===== src/sv/rca_pkg.sv =====
// rca_pkg: shared constants, codes, types and the pass table of the register class allocator
// no dependencies; imported by every other file of the block
`timescale 1ns / 1ps
`default_nettype none

package rca_pkg;

   // sizes
   localparam int NUM_REGS  = 16;
   localparam int REG_W     = 16;
   localparam int IDX_W     = 4;
   localparam int PRIO_W    = 8;
   localparam int FLAG_W    = 5;
   localparam int NUM_SLOTS = 7;
   localparam int SLOT_W    = 3;
   localparam int CMD_W     = 3;
   localparam int HINT_W    = 3;
   localparam int ERR_W     = 2;
   localparam int CSR_AW    = 6;
   localparam int CSR_DW    = 64;
   localparam int CSR_IDX_W = 3;

   localparam logic [REG_W-1:0] REG_ALL = REG_W'((1 << NUM_REGS) - 1);
   localparam logic [IDX_W-1:0] SCAN_LAST_IDX = IDX_W'(NUM_REGS - 1);

   // commands
   localparam logic [CMD_W-1:0] CMD_CLEAR       = 3'd0;
   localparam logic [CMD_W-1:0] CMD_ACQUIRE     = 3'd1;
   localparam logic [CMD_W-1:0] CMD_DISCARD     = 3'd2;
   localparam logic [CMD_W-1:0] CMD_GRAB        = 3'd3;
   localparam logic [CMD_W-1:0] CMD_UNGRAB      = 3'd4;
   localparam logic [CMD_W-1:0] CMD_PICK        = 3'd5;
   localparam logic [CMD_W-1:0] CMD_PICK_UNUSED = 3'd6;

   // error codes
   localparam logic [ERR_W-1:0] ERR_OK       = 2'd0;
   localparam logic [ERR_W-1:0] ERR_RANGE    = 2'd1;
   localparam logic [ERR_W-1:0] ERR_CONFLICT = 2'd2;
   localparam logic [ERR_W-1:0] ERR_NONE     = 2'd3;

   // hint bit positions
   localparam int HINT_JUMP_ADDR = 0;
   localparam int HINT_JUMP_HASH = 1;
   localparam int HINT_CALL_LIVE = 2;

   // per register flags
   localparam logic [FLAG_W-1:0] FL_NONE = 5'b00000;
   localparam logic [FLAG_W-1:0] FL_P    = 5'b00001;
   localparam logic [FLAG_W-1:0] FL_X    = 5'b00010;
   localparam logic [FLAG_W-1:0] FL_R    = 5'b00100;
   localparam logic [FLAG_W-1:0] FL_D    = 5'b01000;
   localparam logic [FLAG_W-1:0] FL_H    = 5'b10000;

   // pass slots, in priority order
   localparam logic [SLOT_W-1:0] SLOT_PC       = 3'd0;
   localparam logic [SLOT_W-1:0] SLOT_HASH     = 3'd1;
   localparam logic [SLOT_W-1:0] SLOT_A        = 3'd2;
   localparam logic [SLOT_W-1:0] SLOT_B        = 3'd3;
   localparam logic [SLOT_W-1:0] SLOT_C        = 3'd4;
   localparam logic [SLOT_W-1:0] SLOT_D        = 3'd5;
   localparam logic [SLOT_W-1:0] SLOT_FALLBACK = 3'd6;

   // configuration register indexes
   localparam logic [CSR_IDX_W-1:0] CSR_LOCKED    = 3'd0;
   localparam logic [CSR_IDX_W-1:0] CSR_PRESERVED = 3'd1;
   localparam logic [CSR_IDX_W-1:0] CSR_REX       = 3'd2;
   localparam logic [CSR_IDX_W-1:0] CSR_RETURN    = 3'd3;
   localparam logic [CSR_IDX_W-1:0] CSR_DISP_PC   = 3'd4;
   localparam logic [CSR_IDX_W-1:0] CSR_DISP_HASH = 3'd5;
   localparam logic [CSR_IDX_W-1:0] CSR_PRIO_LO   = 3'd6;
   localparam logic [CSR_IDX_W-1:0] CSR_PRIO_HI   = 3'd7;

   typedef struct packed {
      logic [REG_W-1:0]  locked;
      logic [REG_W-1:0]  preserved;
      logic [REG_W-1:0]  rex;
      logic [REG_W-1:0]  ret;
      logic [REG_W-1:0]  disp_pc;
      logic [REG_W-1:0]  disp_hash;
      logic [CSR_DW-1:0] prio_lo;
      logic [CSR_DW-1:0] prio_hi;
   } cfg_type;

   typedef struct packed {
      logic              en;
      logic              fallback;
      logic [FLAG_W-1:0] want;
      logic [FLAG_W-1:0] mask;
   } rule_type;

   typedef struct packed {
      logic load;
      logic scan;
      logic finish;
   } ctrl_cmd_type;

   typedef struct packed {
      logic is_pick;
      logic scan_last;
      logic out_free;
   } ctrl_status_type;

   // flag/mask pass of one slot, a pass matching when (flags & mask) == want
   function automatic rule_type slot_rule(input logic [SLOT_W-1:0] slot,
                                          input logic [HINT_W-1:0] hint,
                                          input logic [CMD_W-1:0]  cmd);
      rule_type r;
      logic     live;
      r    = '0;
      live = hint[HINT_CALL_LIVE];
      case (slot)
         SLOT_PC: begin
            r.en = hint[HINT_JUMP_ADDR]; r.want = FL_D; r.mask = FL_D;
         end
         SLOT_HASH: begin
            r.en = hint[HINT_JUMP_HASH]; r.want = FL_H; r.mask = FL_H;
         end
         SLOT_A: begin
            r.en   = 1'b1;
            r.want = live ? FL_P : FL_R;
            r.mask = live ? (FL_P | FL_X | FL_R) : (FL_R | FL_X);
         end
         SLOT_B: begin
            // the call-free variant can never match; kept for order
            r.en   = 1'b1;
            r.want = FL_P;
            r.mask = live ? (FL_P | FL_R) : FL_X;
         end
         SLOT_C: begin
            r.en   = 1'b1;
            r.want = FL_NONE;
            r.mask = live ? (FL_X | FL_R) : FL_P;
         end
         SLOT_D: begin
            r.en   = 1'b1;
            r.want = FL_NONE;
            r.mask = live ? FL_R : FL_NONE;
         end
         SLOT_FALLBACK: begin
            r.en = (cmd == CMD_PICK); r.fallback = 1'b1;
            r.want = FL_NONE; r.mask = FL_NONE;
         end
         default: r = '0;
      endcase
      return r;
   endfunction

endpackage

`default_nettype wire


===== src/sv/rca_req_if.sv =====
// rca_req_if: command channel of the register class allocator
// depends on rca_pkg
`timescale 1ns / 1ps
`default_nettype none

interface rca_req_if;
   import rca_pkg::*;

   logic              valid;
   logic              ready;
   logic [CMD_W-1:0]  cmd;
   logic [IDX_W-1:0]  reg_index;
   logic [HINT_W-1:0] hint_bits;

   modport source (output valid, cmd, reg_index, hint_bits, input ready);
   modport sink (input valid, cmd, reg_index, hint_bits, output ready);
endinterface

`default_nettype wire


===== src/sv/rca_rsp_if.sv =====
// rca_rsp_if: result channel of the register class allocator
// depends on rca_pkg
`timescale 1ns / 1ps
`default_nettype none

interface rca_rsp_if;
   import rca_pkg::*;

   logic             valid;
   logic             ready;
   logic [IDX_W-1:0] picked_index;
   logic             found;
   logic [ERR_W-1:0] error_code;
   logic             addressed_in_use;
   logic             addressed_grabbed;

   modport source (output valid, picked_index, found, error_code, addressed_in_use,
                   addressed_grabbed, input ready);
   modport sink (input valid, picked_index, found, error_code, addressed_in_use,
                 addressed_grabbed, output ready);
endinterface

`default_nettype wire


===== src/sv/rca_csr.sv =====
// rca_csr: configuration register file with its apb-style port
// depends on rca_pkg
`timescale 1ns / 1ps
`default_nettype none

module rca_csr (
   input  logic                        clock,
   input  logic                        reset,
   input  logic                        psel,
   input  logic                        penable,
   input  logic                        pwrite,
   input  logic [rca_pkg::CSR_AW-1:0]  paddr,
   input  logic [rca_pkg::CSR_DW-1:0]  pwdata,
   output logic [rca_pkg::CSR_DW-1:0]  prdata,
   output logic                        pready,
   output rca_pkg::cfg_type            cfg
);
   import rca_pkg::*;

   cfg_type              cfg_ff, cfg_in;
   logic [CSR_IDX_W-1:0] sel_idx;
   logic                 wr_en;

   assign pready  = 1'b1;
   assign sel_idx = paddr[CSR_AW-1:CSR_AW-CSR_IDX_W];
   assign wr_en   = psel && penable && pwrite;
   assign cfg     = cfg_ff;

   always_comb begin
      cfg_in = cfg_ff;
      if (wr_en) begin
         case (sel_idx)
            CSR_LOCKED:    cfg_in.locked    = pwdata[REG_W-1:0];
            CSR_PRESERVED: cfg_in.preserved = pwdata[REG_W-1:0];
            CSR_REX:       cfg_in.rex       = pwdata[REG_W-1:0];
            CSR_RETURN:    cfg_in.ret       = pwdata[REG_W-1:0];
            CSR_DISP_PC:   cfg_in.disp_pc   = pwdata[REG_W-1:0];
            CSR_DISP_HASH: cfg_in.disp_hash = pwdata[REG_W-1:0];
            CSR_PRIO_LO:   cfg_in.prio_lo   = pwdata;
            CSR_PRIO_HI:   cfg_in.prio_hi   = pwdata;
            default:       cfg_in = cfg_ff;
         endcase
      end
   end

   always_comb begin
      case (sel_idx)
         CSR_LOCKED:    prdata = CSR_DW'(cfg_ff.locked);
         CSR_PRESERVED: prdata = CSR_DW'(cfg_ff.preserved);
         CSR_REX:       prdata = CSR_DW'(cfg_ff.rex);
         CSR_RETURN:    prdata = CSR_DW'(cfg_ff.ret);
         CSR_DISP_PC:   prdata = CSR_DW'(cfg_ff.disp_pc);
         CSR_DISP_HASH: prdata = CSR_DW'(cfg_ff.disp_hash);
         CSR_PRIO_LO:   prdata = cfg_ff.prio_lo;
         CSR_PRIO_HI:   prdata = cfg_ff.prio_hi;
         default:       prdata = '0;
      endcase
   end

   always_ff @(posedge clock) begin
      if (reset) begin
         cfg_ff <= '0;
      end else begin
         cfg_ff <= cfg_in;
      end
   end

endmodule

`default_nettype wire


===== src/sv/rca_ctrl.sv =====
// rca_ctrl: sequencer of the register class allocator (accept, scan, finish)
// depends on rca_pkg
`timescale 1ns / 1ps
`default_nettype none

module rca_ctrl (
   input  logic                     clock,
   input  logic                     reset,
   input  logic                     req_valid,
   output logic                     req_ready,
   input  rca_pkg::ctrl_status_type status,
   output rca_pkg::ctrl_cmd_type    cmd
);
   import rca_pkg::*;

   localparam logic [1:0] ST_IDLE   = 2'd0;
   localparam logic [1:0] ST_SCAN   = 2'd1;
   localparam logic [1:0] ST_FINISH = 2'd2;

   logic [1:0] state_ff, state_in;

   always_comb begin
      state_in  = state_ff;
      cmd       = '0;
      req_ready = 1'b0;
      case (state_ff)
         ST_IDLE: begin
            req_ready = 1'b1;
            if (req_valid) begin
               cmd.load = 1'b1;
               state_in = ST_SCAN;
            end
         end
         ST_SCAN: begin
            // one register per cycle for picks, straight through otherwise
            cmd.scan = status.is_pick;
            if (!status.is_pick || status.scan_last) begin
               state_in = ST_FINISH;
            end
         end
         ST_FINISH: begin
            if (status.out_free) begin
               cmd.finish = 1'b1;
               state_in   = ST_IDLE;
            end
         end
         default: state_in = ST_IDLE;
      endcase
   end

   always_ff @(posedge clock) begin
      if (reset) begin
         state_ff <= ST_IDLE;
      end else begin
         state_ff <= state_in;
      end
   end

endmodule

`default_nettype wire


===== src/sv/rca_dp.sv =====
// rca_dp: datapath of the register class allocator: marks, pick scan, result register
// depends on rca_pkg
`timescale 1ns / 1ps
`default_nettype none

module rca_dp (
   input  logic                          clock,
   input  logic                          reset,
   input  rca_pkg::cfg_type              cfg,
   input  rca_pkg::ctrl_cmd_type         cmd,
   output rca_pkg::ctrl_status_type      status,
   input  logic [rca_pkg::CMD_W-1:0]     req_cmd,
   input  logic [rca_pkg::IDX_W-1:0]     req_reg_index,
   input  logic [rca_pkg::HINT_W-1:0]    req_hint_bits,
   output logic                          rsp_valid,
   input  logic                          rsp_ready,
   output logic [rca_pkg::IDX_W-1:0]     rsp_picked_index,
   output logic                          rsp_found,
   output logic [rca_pkg::ERR_W-1:0]     rsp_error_code,
   output logic                          rsp_addressed_in_use,
   output logic                          rsp_addressed_grabbed
);
   import rca_pkg::*;

   // latched item
   logic [CMD_W-1:0]  cmd_ff, cmd_in;
   logic [IDX_W-1:0]  idx_ff, idx_in;
   logic [HINT_W-1:0] hint_ff, hint_in;

   // marks
   logic [REG_W-1:0] in_use_ff, in_use_in;
   logic [REG_W-1:0] grabbed_ff, grabbed_in;

   // scan position and per-slot best so far
   logic [IDX_W-1:0]         scan_ff, scan_in;
   logic [NUM_SLOTS-1:0]     best_vld_ff, best_vld_in;
   logic [IDX_W-1:0]         best_idx_ff [NUM_SLOTS];
   logic [IDX_W-1:0]         best_idx_in [NUM_SLOTS];
   logic signed [PRIO_W-1:0] best_prio_ff [NUM_SLOTS];
   logic signed [PRIO_W-1:0] best_prio_in [NUM_SLOTS];

   // result register
   logic             rsp_valid_ff, rsp_valid_in;
   logic [IDX_W-1:0] picked_ff, picked_in;
   logic             found_ff, found_in;
   logic [ERR_W-1:0] err_ff, err_in;
   logic             addr_use_ff, addr_use_in;
   logic             addr_grab_ff, addr_grab_in;

   // scan terms
   rule_type                 rules [NUM_SLOTS];
   logic [NUM_SLOTS-1:0]     cand;
   logic [FLAG_W-1:0]        cur_flags;
   logic [CSR_DW-1:0]        prio_word;
   logic signed [PRIO_W-1:0] cur_prio;
   logic                     cur_avail;
   logic                     cur_fb_avail;

   // finish terms
   logic             res_found;
   logic [IDX_W-1:0] res_idx;
   logic             in_range;
   logic [REG_W-1:0] sel_bit;
   logic             is_pick;

   assign is_pick = (cmd_ff == CMD_PICK) || (cmd_ff == CMD_PICK_UNUSED);
   assign in_range = ({1'b0, idx_ff} < (IDX_W + 1)'(NUM_REGS));
   assign sel_bit  = REG_W'(1) << idx_ff;

   assign status.is_pick   = is_pick;
   assign status.scan_last = (scan_ff == SCAN_LAST_IDX);
   assign status.out_free  = !rsp_valid_ff || rsp_ready;

   // flags and priority of the register under the scan
   assign cur_flags = {cfg.disp_hash[scan_ff], cfg.disp_pc[scan_ff], cfg.ret[scan_ff],
                       cfg.rex[scan_ff], cfg.preserved[scan_ff]};
   assign prio_word = scan_ff[IDX_W-1] ? cfg.prio_hi : cfg.prio_lo;
   assign cur_prio  = prio_word[{scan_ff[IDX_W-2:0], 3'b000} +: PRIO_W];
   assign cur_fb_avail = !cfg.locked[scan_ff] && !grabbed_ff[scan_ff];
   assign cur_avail    = cur_fb_avail && !in_use_ff[scan_ff];

   always_comb begin
      for (int s = 0; s < NUM_SLOTS; s++) begin
         rules[s] = slot_rule(SLOT_W'(s), hint_ff, cmd_ff);
         cand[s]  = rules[s].en && (rules[s].fallback ? cur_fb_avail : cur_avail)
                    && ((cur_flags & rules[s].mask) == rules[s].want);
      end
   end

   // first slot in pass order that holds a register
   always_comb begin
      res_found = 1'b0;
      res_idx   = '0;
      for (int s = NUM_SLOTS - 1; s >= 0; s--) begin
         if (best_vld_ff[s]) begin
            res_found = 1'b1;
            res_idx   = best_idx_ff[s];
         end
      end
   end

   always_comb begin
      cmd_in       = cmd_ff;
      idx_in       = idx_ff;
      hint_in      = hint_ff;
      in_use_in    = in_use_ff;
      grabbed_in   = grabbed_ff;
      scan_in      = scan_ff;
      best_vld_in  = best_vld_ff;
      best_idx_in  = best_idx_ff;
      best_prio_in = best_prio_ff;
      rsp_valid_in = rsp_valid_ff && !rsp_ready;
      picked_in    = picked_ff;
      found_in     = found_ff;
      err_in       = err_ff;
      addr_use_in  = addr_use_ff;
      addr_grab_in = addr_grab_ff;

      if (cmd.load) begin
         cmd_in      = req_cmd;
         idx_in      = req_reg_index;
         hint_in     = req_hint_bits;
         scan_in     = '0;
         best_vld_in = '0;
      end

      if (cmd.scan) begin
         scan_in = scan_ff + IDX_W'(1);
         for (int s = 0; s < NUM_SLOTS; s++) begin
            // strict compare keeps the lowest index on a tie
            if (cand[s] && (!best_vld_ff[s] || cur_prio > best_prio_ff[s])) begin
               best_vld_in[s]  = 1'b1;
               best_idx_in[s]  = scan_ff;
               best_prio_in[s] = cur_prio;
            end
         end
      end

      if (cmd.finish) begin
         picked_in = '0;
         found_in  = 1'b0;
         err_in    = ERR_OK;
         case (cmd_ff)
            CMD_CLEAR: begin
               in_use_in  = '0;
               grabbed_in = '0;
            end
            CMD_ACQUIRE: begin
               if (!in_range) err_in = ERR_RANGE;
               else if (|((in_use_ff | cfg.locked) & sel_bit)) err_in = ERR_CONFLICT;
               else in_use_in = in_use_ff | sel_bit;
            end
            CMD_DISCARD: begin
               if (!in_range) err_in = ERR_RANGE;
               else if (!(|(in_use_ff & sel_bit)) || (|(cfg.locked & sel_bit)))
                  err_in = ERR_CONFLICT;
               else in_use_in = in_use_ff & ~sel_bit;
            end
            CMD_GRAB: begin
               if (!in_range) err_in = ERR_RANGE;
               else if (|(grabbed_ff & sel_bit)) err_in = ERR_CONFLICT;
               else grabbed_in = grabbed_ff | sel_bit;
            end
            CMD_UNGRAB: begin
               if (!in_range) err_in = ERR_RANGE;
               else if (!(|(grabbed_ff & sel_bit))) err_in = ERR_CONFLICT;
               else grabbed_in = grabbed_ff & ~sel_bit;
            end
            CMD_PICK, CMD_PICK_UNUSED: begin
               if (res_found) begin
                  picked_in = res_idx;
                  found_in  = 1'b1;
               end else begin
                  err_in = ERR_NONE;
               end
            end
            default: err_in = ERR_OK;
         endcase
         addr_use_in  = in_range && in_use_in[idx_ff];
         addr_grab_in = in_range && grabbed_in[idx_ff];
         rsp_valid_in = 1'b1;
      end
   end

   always_ff @(posedge clock) begin
      if (reset) begin
         in_use_ff    <= '0;
         grabbed_ff   <= '0;
         rsp_valid_ff <= 1'b0;
         best_vld_ff  <= '0;
         scan_ff      <= '0;
      end else begin
         in_use_ff    <= in_use_in & REG_ALL;
         grabbed_ff   <= grabbed_in & REG_ALL;
         rsp_valid_ff <= rsp_valid_in;
         best_vld_ff  <= best_vld_in;
         scan_ff      <= scan_in;
      end
   end

   always_ff @(posedge clock) begin
      cmd_ff       <= cmd_in;
      idx_ff       <= idx_in;
      hint_ff      <= hint_in;
      best_idx_ff  <= best_idx_in;
      best_prio_ff <= best_prio_in;
      picked_ff    <= picked_in;
      found_ff     <= found_in;
      err_ff       <= err_in;
      addr_use_ff  <= addr_use_in;
      addr_grab_ff <= addr_grab_in;
   end

   assign rsp_valid             = rsp_valid_ff;
   assign rsp_picked_index      = picked_ff;
   assign rsp_found             = found_ff;
   assign rsp_error_code        = err_ff;
   assign rsp_addressed_in_use  = addr_use_ff;
   assign rsp_addressed_grabbed = addr_grab_ff;

endmodule

`default_nettype wire


===== src/sv/register_class_allocator.sv =====
// register_class_allocator: top level, joins the csr file, sequencer and datapath
// depends on rca_pkg, rca_req_if, rca_rsp_if, rca_csr, rca_ctrl, rca_dp
//
//   port       | dir   | handshake          | carries
//   -----------+-------+--------------------+---------------------------------------------
//   req_chan   | in    | valid / ready      | cmd, reg_index, hint_bits
//   rsp_chan   | out   | valid / ready      | picked_index, found, error_code, addressed marks
//   apb (p*)   | in    | psel/penable/ready | eight registers at byte address 8*i, 64-bit data
//
// a pick command goes from transfer to result through the accept edge, one cycle per
// register in the scan (sixteen, all passes tested in parallel) and the finish step;
// the other commands do not scan; the scan of one register per cycle sets the pick rate
// the next transfer is taken once an item has moved into the output register, even while
// that result still waits; a stalled result register holds the next item in its finish step
// reset is synchronous, clears the marks and all configuration, and needs no clearing pass
`timescale 1ns / 1ps
`default_nettype none

module register_class_allocator (
   input  logic                       clock,
   input  logic                       reset,
   rca_req_if.sink                    req_chan,
   rca_rsp_if.source                  rsp_chan,
   input  logic                       psel,
   input  logic                       penable,
   input  logic                       pwrite,
   input  logic [rca_pkg::CSR_AW-1:0] paddr,
   input  logic [rca_pkg::CSR_DW-1:0] pwdata,
   output logic [rca_pkg::CSR_DW-1:0] prdata,
   output logic                       pready
);
   import rca_pkg::*;

   cfg_type         cfg;
   ctrl_cmd_type    ctrl_cmd;
   ctrl_status_type ctrl_status;

   // configuration registers, to be written only while the block is idle; the block itself does not enforce it
   rca_csr u_csr (
      .clock   (clock),
      .reset   (reset),
      .psel    (psel),
      .penable (penable),
      .pwrite  (pwrite),
      .paddr   (paddr),
      .pwdata  (pwdata),
      .prdata  (prdata),
      .pready  (pready),
      .cfg     (cfg)
   );

   // sequencer owns the input ready and steps the datapath
   rca_ctrl u_ctrl (
      .clock     (clock),
      .reset     (reset),
      .req_valid (req_chan.valid),
      .req_ready (req_chan.ready),
      .status    (ctrl_status),
      .cmd       (ctrl_cmd)
   );

   // marks, pick scan and the result register
   rca_dp u_dp (
      .clock                 (clock),
      .reset                 (reset),
      .cfg                   (cfg),
      .cmd                   (ctrl_cmd),
      .status                (ctrl_status),
      .req_cmd               (req_chan.cmd),
      .req_reg_index         (req_chan.reg_index),
      .req_hint_bits         (req_chan.hint_bits),
      .rsp_valid             (rsp_chan.valid),
      .rsp_ready             (rsp_chan.ready),
      .rsp_picked_index      (rsp_chan.picked_index),
      .rsp_found             (rsp_chan.found),
      .rsp_error_code        (rsp_chan.error_code),
      .rsp_addressed_in_use  (rsp_chan.addressed_in_use),
      .rsp_addressed_grabbed (rsp_chan.addressed_grabbed)
   );

endmodule

`default_nettype wire


===== src/flat_wrapper.sv =====
// flat-port wrapper written by rule: the top's interface ports become plain ports
module register_class_allocator_flat import rca_pkg::*;
  (clock, reset, psel, penable, pwrite, paddr, pwdata, prdata, pready, req_chan_valid, req_chan_cmd, req_chan_reg_index, req_chan_hint_bits, req_chan_ready, rsp_chan_valid, rsp_chan_picked_index, rsp_chan_found, rsp_chan_error_code, rsp_chan_addressed_in_use, rsp_chan_addressed_grabbed, rsp_chan_ready);
  rca_req_if req_chan_i ();
  rca_rsp_if rsp_chan_i ();
  input  logic clock;
  input  logic reset;
  input  logic psel;
  input  logic penable;
  input  logic pwrite;
  input  logic [rca_pkg::CSR_AW-1:0] paddr;
  input  logic [rca_pkg::CSR_DW-1:0] pwdata;
  output logic [rca_pkg::CSR_DW-1:0] prdata;
  output logic pready;
  input wire logic [$bits(req_chan_i.valid)-1:0] req_chan_valid;
  input wire logic [$bits(req_chan_i.cmd)-1:0] req_chan_cmd;
  input wire logic [$bits(req_chan_i.reg_index)-1:0] req_chan_reg_index;
  input wire logic [$bits(req_chan_i.hint_bits)-1:0] req_chan_hint_bits;
  output wire logic [$bits(req_chan_i.ready)-1:0] req_chan_ready;
  output wire logic [$bits(rsp_chan_i.valid)-1:0] rsp_chan_valid;
  output wire logic [$bits(rsp_chan_i.picked_index)-1:0] rsp_chan_picked_index;
  output wire logic [$bits(rsp_chan_i.found)-1:0] rsp_chan_found;
  output wire logic [$bits(rsp_chan_i.error_code)-1:0] rsp_chan_error_code;
  output wire logic [$bits(rsp_chan_i.addressed_in_use)-1:0] rsp_chan_addressed_in_use;
  output wire logic [$bits(rsp_chan_i.addressed_grabbed)-1:0] rsp_chan_addressed_grabbed;
  input wire logic [$bits(rsp_chan_i.ready)-1:0] rsp_chan_ready;
  assign req_chan_i.valid = req_chan_valid;
  assign req_chan_i.cmd = req_chan_cmd;
  assign req_chan_i.reg_index = req_chan_reg_index;
  assign req_chan_i.hint_bits = req_chan_hint_bits;
  assign req_chan_ready = req_chan_i.ready;
  assign rsp_chan_valid = rsp_chan_i.valid;
  assign rsp_chan_picked_index = rsp_chan_i.picked_index;
  assign rsp_chan_found = rsp_chan_i.found;
  assign rsp_chan_error_code = rsp_chan_i.error_code;
  assign rsp_chan_addressed_in_use = rsp_chan_i.addressed_in_use;
  assign rsp_chan_addressed_grabbed = rsp_chan_i.addressed_grabbed;
  assign rsp_chan_i.ready = rsp_chan_ready;
  register_class_allocator u_core (.clock(clock), .reset(reset), .req_chan(req_chan_i), .rsp_chan(rsp_chan_i), .psel(psel), .penable(penable), .pwrite(pwrite), .paddr(paddr), .pwdata(pwdata), .prdata(prdata), .pready(pready));
endmodule

===== config.mk =====
export PLATFORM = sky130hd
export DESIGN_NAME = register_class_allocator_flat
export DESIGN_NICKNAME = d
export VERILOG_FILES = /design/src/sv/rca_pkg.sv /design/src/sv/rca_req_if.sv /design/src/sv/rca_rsp_if.sv /design/src/sv/rca_csr.sv /design/src/sv/rca_ctrl.sv /design/src/sv/rca_dp.sv /design/src/sv/register_class_allocator.sv /design/src/flat_wrapper.sv
export SDC_FILE = /design/constraint.sdc
export NUM_CORES = 1
export LEC_CHECK = 0
export BUFFER_PORTS_ARGS = -buffer_cell sky130_fd_sc_hd__buf_2
export CAP_MARGIN = 10
export CORE_AREA = 5 5 182 184
export CTS_CLUSTER_SIZE = 20
export DETAILED_ROUTE_END_ITERATION = 10
export DIE_AREA = 0 0 187 189
export PLACE_DENSITY = 0.85
export SLEW_MARGIN = 40
export SYNTH_ARGS = -nofsm -noshare
export SYNTH_HDL_FRONTEND = slang
export SYNTH_HIERARCHICAL = 1
export SYNTH_SLANG_ARGS = --single-unit

===== constraint.sdc =====
create_clock -name clock -period 11.8 [get_ports clock]
set_clock_uncertainty 0.2 [all_clocks]
set_input_delay 1.18 -clock clock [delete_from_list [all_inputs] [get_ports clock]]
set_output_delay 1.18 -clock clock [all_outputs]
set_load 0.02 [all_outputs]

# Yosys cells after proc, flatten, opt, wreduce, memory -nomap -nowiden
# Cells that the tools add are included.
# word_totals
reg_bits	373
in_bits	87
# classes
add_sub_neg	1
magnitude_cmp	9
n_eq_ne	21
shift	2
n_mux	78
n_bitwise	14
n_reduce_logical	74
# op_table
operator	n
$pmux W64 S8	1
$and A16 B16 Y16	6
$mux W16	6
$pmux W16 S3	2
$mux W64	1
$reduce_or A16 Y1	4
$shiftx A64 B7 Y8	1
$gt A8 B8 Y1	7
$or A16 B16 Y16	3
$bmux W1 S4	10
$mux W4	9
$mux W1	33
$reduce_and A2 Y1	16
$eq A3 B3 Y1 const B	7
$logic_and A1 B1 Y1	21
$and A5 B3 Y5	4
$mux W2	8
$not A16 Y16	1
$shl A1 B4 Y16 const A	1
$logic_not A1 Y1	14
$mux W7	2
$eq A3 B2 Y1 const B	4
$mux W3	4
$logic_or A1 B1 Y1	11
other kinds (18)	23

# Logic depth before layout (Yosys ltp)
# depth
ltp_word	10
depth_mapped	18

# Cells and area by module
# Netlist, hierarchy kept.
# modules_own_cells
module	instances	cells_per_inst	area_per_inst_um2	seq_area_each_um2
rca_dp	1	1021	10261.1	3973.8
rca_csr	1	1213	9572.9	4484.3
rca_ctrl	1	15	118.9	40.0

# Least setup slack after synthesis
# Ideal clock, no wire load.
# synth_timing
kind	register to register
startpoint	register u_core.u_dp.scan_ff[0]
endpoint	register u_core/u_dp/best_idx_ff[16] (netlist name) (enable)
setup_time_ps	416
arrival_ps	5024
setup_slack_ps	6160
stages_incl_launch_ff	16
n_path_buf	4
period_less_slack_ps	5640
cell_sequence	dfxtp_1 > buf_1 > buf_2 > clkbuf_1 > clkbuf_1 > mux4_2 > a22oi_1 > nand2_1 > ha_1 > nor2b_1 > o21ai_0 > nand2b_1 > a21oi_1 > o21ai_0 > a2111oi_0 > nor4_1
# synth_between
elab_cells_between_ends	29
cone_classes	1 x order compare; 1 x eq/ne; 1 x shift; 16 x mux; 1 x bitwise; 9 x reduce/logical
# synth_rtl
item	line	source
from (decl)	rca_dp.sv:35	logic [IDX_W-1:0] scan_ff, scan_in;
from (signal assigned)	rca_dp.sv:197	scan_ff <= scan_in;
$shiftx A64 B7 Y8	rca_dp.sv:78	assign cur_prio = prio_word[{scan_ff[IDX_W-2:0], 3'b000} +: PRIO_W];
named net u_core.u_dp.cur_prio[1]	rca_dp.sv:55	logic signed [PRIO_W-1:0] cur_prio;
$gt A8 B8 Y1	rca_dp.sv:131	if (cand[s] && (!best_vld_ff[s] || cur_prio > best_prio_ff[s])) begin
$logic_or A1 B1 Y1	rca_dp.sv:131	
$logic_and A1 B1 Y1	rca_dp.sv:131	
$reduce_and A2 Y1 (no line)	--	
to (signal assigned)	rca_dp.sv:205	best_idx_ff <= best_idx_in;
to (decl)	rca_dp.sv:37	logic [IDX_W-1:0] best_idx_ff [NUM_SLOTS];
# The timed path passes the listed nets, and every way through them passes these cells. The select of a mux whose other input is x is not followed.
# A chain may end at the register's enable or synchronous reset.

# Worst setup path in the final report
# layout_timing
startpoint	register u_core.u_dp.scan_ff[3]
endpoint	register u_core/u_dp/best_idx_ff[3] (netlist name) (enable)
# layout_between
elab_cells_between_ends	14
cone_classes	1 x order compare; 1 x shift; 5 x mux; 7 x reduce/logical
# layout_rtl
item	line	source
$mux W64	rca_dp.sv:77	assign prio_word = scan_ff[IDX_W-1] ? cfg.prio_hi : cfg.prio_lo;
$shiftx A64 B7 Y8	rca_dp.sv:78	
named net u_core.u_dp.cur_prio[1]	rca_dp.sv:55	
$gt A8 B8 Y1	rca_dp.sv:131	
$logic_or A1 B1 Y1	rca_dp.sv:131	
$logic_and A1 B1 Y1	rca_dp.sv:131	
$reduce_and A2 Y1 (no line)	--	
# The timed path passes the listed nets, and every way through them passes these cells. The select of a mux whose other input is x is not followed.

==> impl_metrics.toml <==
[pwr]
power.switching_mw = 0.687
cellLeakagePower_nw = 8.00
pwr-share-clk = 0.449
seq_power_share = 0.478
pwr-share-comb = 0.072
peakVddDrop_v = 0.000116
switching_share = 0.246
powerDensity_nw_per_um2 = 127
internal-power_mw = 2.11

[finish]
post_route_cells_drive_above_1_share = 0.161
design_area_sq_um = 22000
nFillCells = 2360
layout_commonest_cell = "nand2_1"
final_nets = 2438
syn2layout_area_growth_pct = 10.2
layout_common_cells = "508 x nand2_1, 293 x a21oi_1, 267 x dfxtp_1"
final_util = 0.704

[drt]
drcViolationCount = 0
num_vias = 18300
via_per_inst = 6.72
drt_pass1_iterations = 6
drt-initial-drc-count = 2320
routed_wl_um = 62100
wl_per_cell_um = 22.8
route.antenna.remaining_nets = 0

[clock_network]
clkSinkCount = 373
cts_buffer_depth = 3
clkTransAtPathRegs_ns = 0.06
htreeDepth = 2
insertion_delay_ns = 0.55
ctsRootBufferMaster = "clkbuf_16"
post_cts_resize_count = 0
cts_hold_buf = 0
cts_tree = "yes"
cts_setup_buffers = 0
cts_buffers = 40

[sta]
worst-slew-pin-transition_ns = 0.796
relSlewSlack = 0.468
hold_violations = 0
setup_viol = 0
finalCriticalPeriod_ns = 5.32
finalCritPeriodShare = 0.451
max_freq_mhz = 188
rsz0062_at_grt = "no"
finalMaxSlewViolations = 0
setup_tns_ns = 0

[yosys]
synth-main-ff-cell = "dfxtp_1"
syn_avg_cell_area_sq_um = 8.87
syn_nets = 2394
postSynthCellCount = 2249
syn_area_sq_um = 20000
ys_ff_latch = 373
ys_types = 80
async_flop_share = 0
ys.warnings.count = 6
synth_edf_count = 103
yosysSeqAreaShare = 0.426

[placed_design]
port_buffers = 158
place_area_sq_um = 20600
hpwl_um = 41600
gp_congestion = 0.951

[setup_path]
path_class = "reg -> reg"
slowest_delay_ns = 0.57
regToRegEndpoint = "u_core/u_dp/best_idx_ff[3]"
crit_top_cell = "o21a_1"
path_max_fanout = 46
worst_setup_path_end_kind = "flop"
crit_chain = "buf_6 -> mux2_2 -> o21ai_0 -> a21oi_1 -> a22oi_1 -> nand2_1 -> ha_1 -> nor2b_1 -> o21a_1 -> o21a_1 -> o21a_1 -> o21a_1 -> o21a_1 -> o311ai_0 -> a21oi_2"
rr_startpoint = "u_core/u_dp/scan_ff[3]"
rrSetupSlack_ns = 6.48
cp.arrival_ns = 5.33
start_kind = "flop"
crit_path_start = "u_core/u_dp/scan_ff[3]"
required_ns = 11.81
rr_worst_depth = 15
cp-endpoint = "u_core/u_dp/best_idx_ff[3]"
crit_slowest_cell = "buf_6"

[status]
status = "complete, no violations"

[floorplanning]
placementRows = 65
die_w_um = 187
ios = 163
core_sq_um = 31200
die_y_um = 189
fp.dieArea_sq_um = 35300
start_util = 0.639

[global_routing]
grtUsageTotal = 0.337
antenna_found_initial = 4
grt_pass1_wl_um = 96900
grt_max_degree = 98
grt-ovfl-total = 0
grt_pass1_vias = 17700

[hold_path]
hold_path.class = "reg -> reg"

[job]
cap_violations = 0
state kept, by name (all words and copies together) (netlist names):
name	count
u_core/u_csr/cfg	224
u_core/u_dp/best_prio_ff	56
u_core/u_dp/best_idx_ff	28
u_core/u_dp/grabbed_ff	16
u_core/u_dp/in_use_ff	16
u_core/u_dp/best_vld_ff	7
u_core/u_dp/idx_ff	4
u_core/u_dp/rsp_picked_index	4
u_core/u_dp/scan_ff	4
u_core/u_dp/cmd_ff	3
u_core/u_dp/hint_ff	3
u_core/u_ctrl/state_ff	2
u_core/u_dp/rsp_error_code	2
u_core/u_dp/rsp_addressed_grabbed	1
u_core/u_dp/rsp_addressed_in_use	1
u_core/u_dp/rsp_found	1
u_core/u_dp/rsp_valid	1
how the worst min path moves through the flow:
stage	end	from	depth (start not counted)	slack [ns]
after floorplan	u_core/u_csr/cfg[10]	u_core/u_csr/cfg[10]	2	0.24
after global placement	u_core/u_csr/cfg[39]	u_core/u_csr/cfg[39]	2	0.25
after detailed placement	u_core/u_csr/cfg[11]	u_core/u_csr/cfg[11]	2	0.26
after CTS	u_core/u_csr/cfg[9]	u_core/u_csr/cfg[9]	2	0.27
after global routing	u_core/u_csr/cfg[109]	u_core/u_csr/cfg[109]	2	0.28
final	u_core/u_csr/cfg[104]	u_core/u_csr/cfg[104]	2	0.27
metrics by stage:
step	std cells	power (mW)	setup slack, ns	hold WS, ns
4_1_cts	2725	2.80	6.34	0.268
3_5_place_dp	2653	1.56	6.37	0.260
2_1_floorplan	2249	1.49	6.16	0.243
5_1_grt	2726	2.87	6.21	0.284
6_report	2728	2.80	6.48	0.267
3_3_place_gp	2649	1.55	6.39	0.252
routing by layer:
layer	wire length [um]	global-route usage
met1	22900	0.439
met2	28900	0.545
met3	6980	0.0654
met4	3270	0.161
met5	27	0
cells by family (layout without fill, tap and decap cells):
logic type	Yosys count	after routing	share of synthesized area
compound gates	643	643	0.200
fa+ha+maj	58	58	0.0364
buf+inv	270	344	0.0641
flops	373	373	0.426
mux	137	137	0.105
other cells	1	4	0.000188
simple gates	767	767	0.168
Yosys cell counts, types with 16 or more instances:
master / instances / area (sq um)
nand4_1: 16 / 100
o21ai_0: 108 / 541
a21oi_1: 295 / 1480
nor3_1: 21 / 105
nand2_1: 508 / 1910
inv_1: 84 / 315
a31oi_1: 16 / 100
buf_6: 17 / 191
dfxtp_1: 270 / 5410
nor2_1: 112 / 420
o21a_1: 29 / 218
mux2i_1: 62 / 621
buf_4: 23 / 173
a22oi_1: 18 / 135
a221oi_1: 39 / 342
nor2b_1: 17 / 106
ha_1: 58 / 726
a22o_1: 61 / 534
mux4_2: 56 / 1260
edfxtp_1: 103 / 3090
clkbuf_1: 89 / 334
mux2_2: 18 / 203
buf_2: 41 / 205
layout make-up:
cell class,instances,area [sq um],share of cell area
repair buffers,185,1080,0.0489
well taps,402,503,0.0229
inverters,87,327,0.0148
flip-flops and latches,373,8510,0.387
diodes,3,7.51,0.000341
clock buffers,55,1180,0.0537
clock inverters,17,148,0.00671
multi-input cells,1606,10200,0.466
critical path: cells and delay by family (launching register included):
kind            cells  cell delay [ns]
buf+inv             1             0.57
flops               1             0.55
simple gates        2             0.54
fa+ha+maj           1             0.47
mux                 1             0.42
compound gates     10             2.18
power groups by stage:
stage,clock (mW),sequential [mW],combinational (mW)
6_report,1.26,1.34,0.203
5_1_grt,1.32,1.34,0.214
4_1_cts,1.26,1.34,0.196
3_5_place_dp,0,1.37,0.194
3_3_place_gp,0,1.36,0.190
2_1_floorplan,0,1.36,0.132
Power figures use the tool's default switching activity.
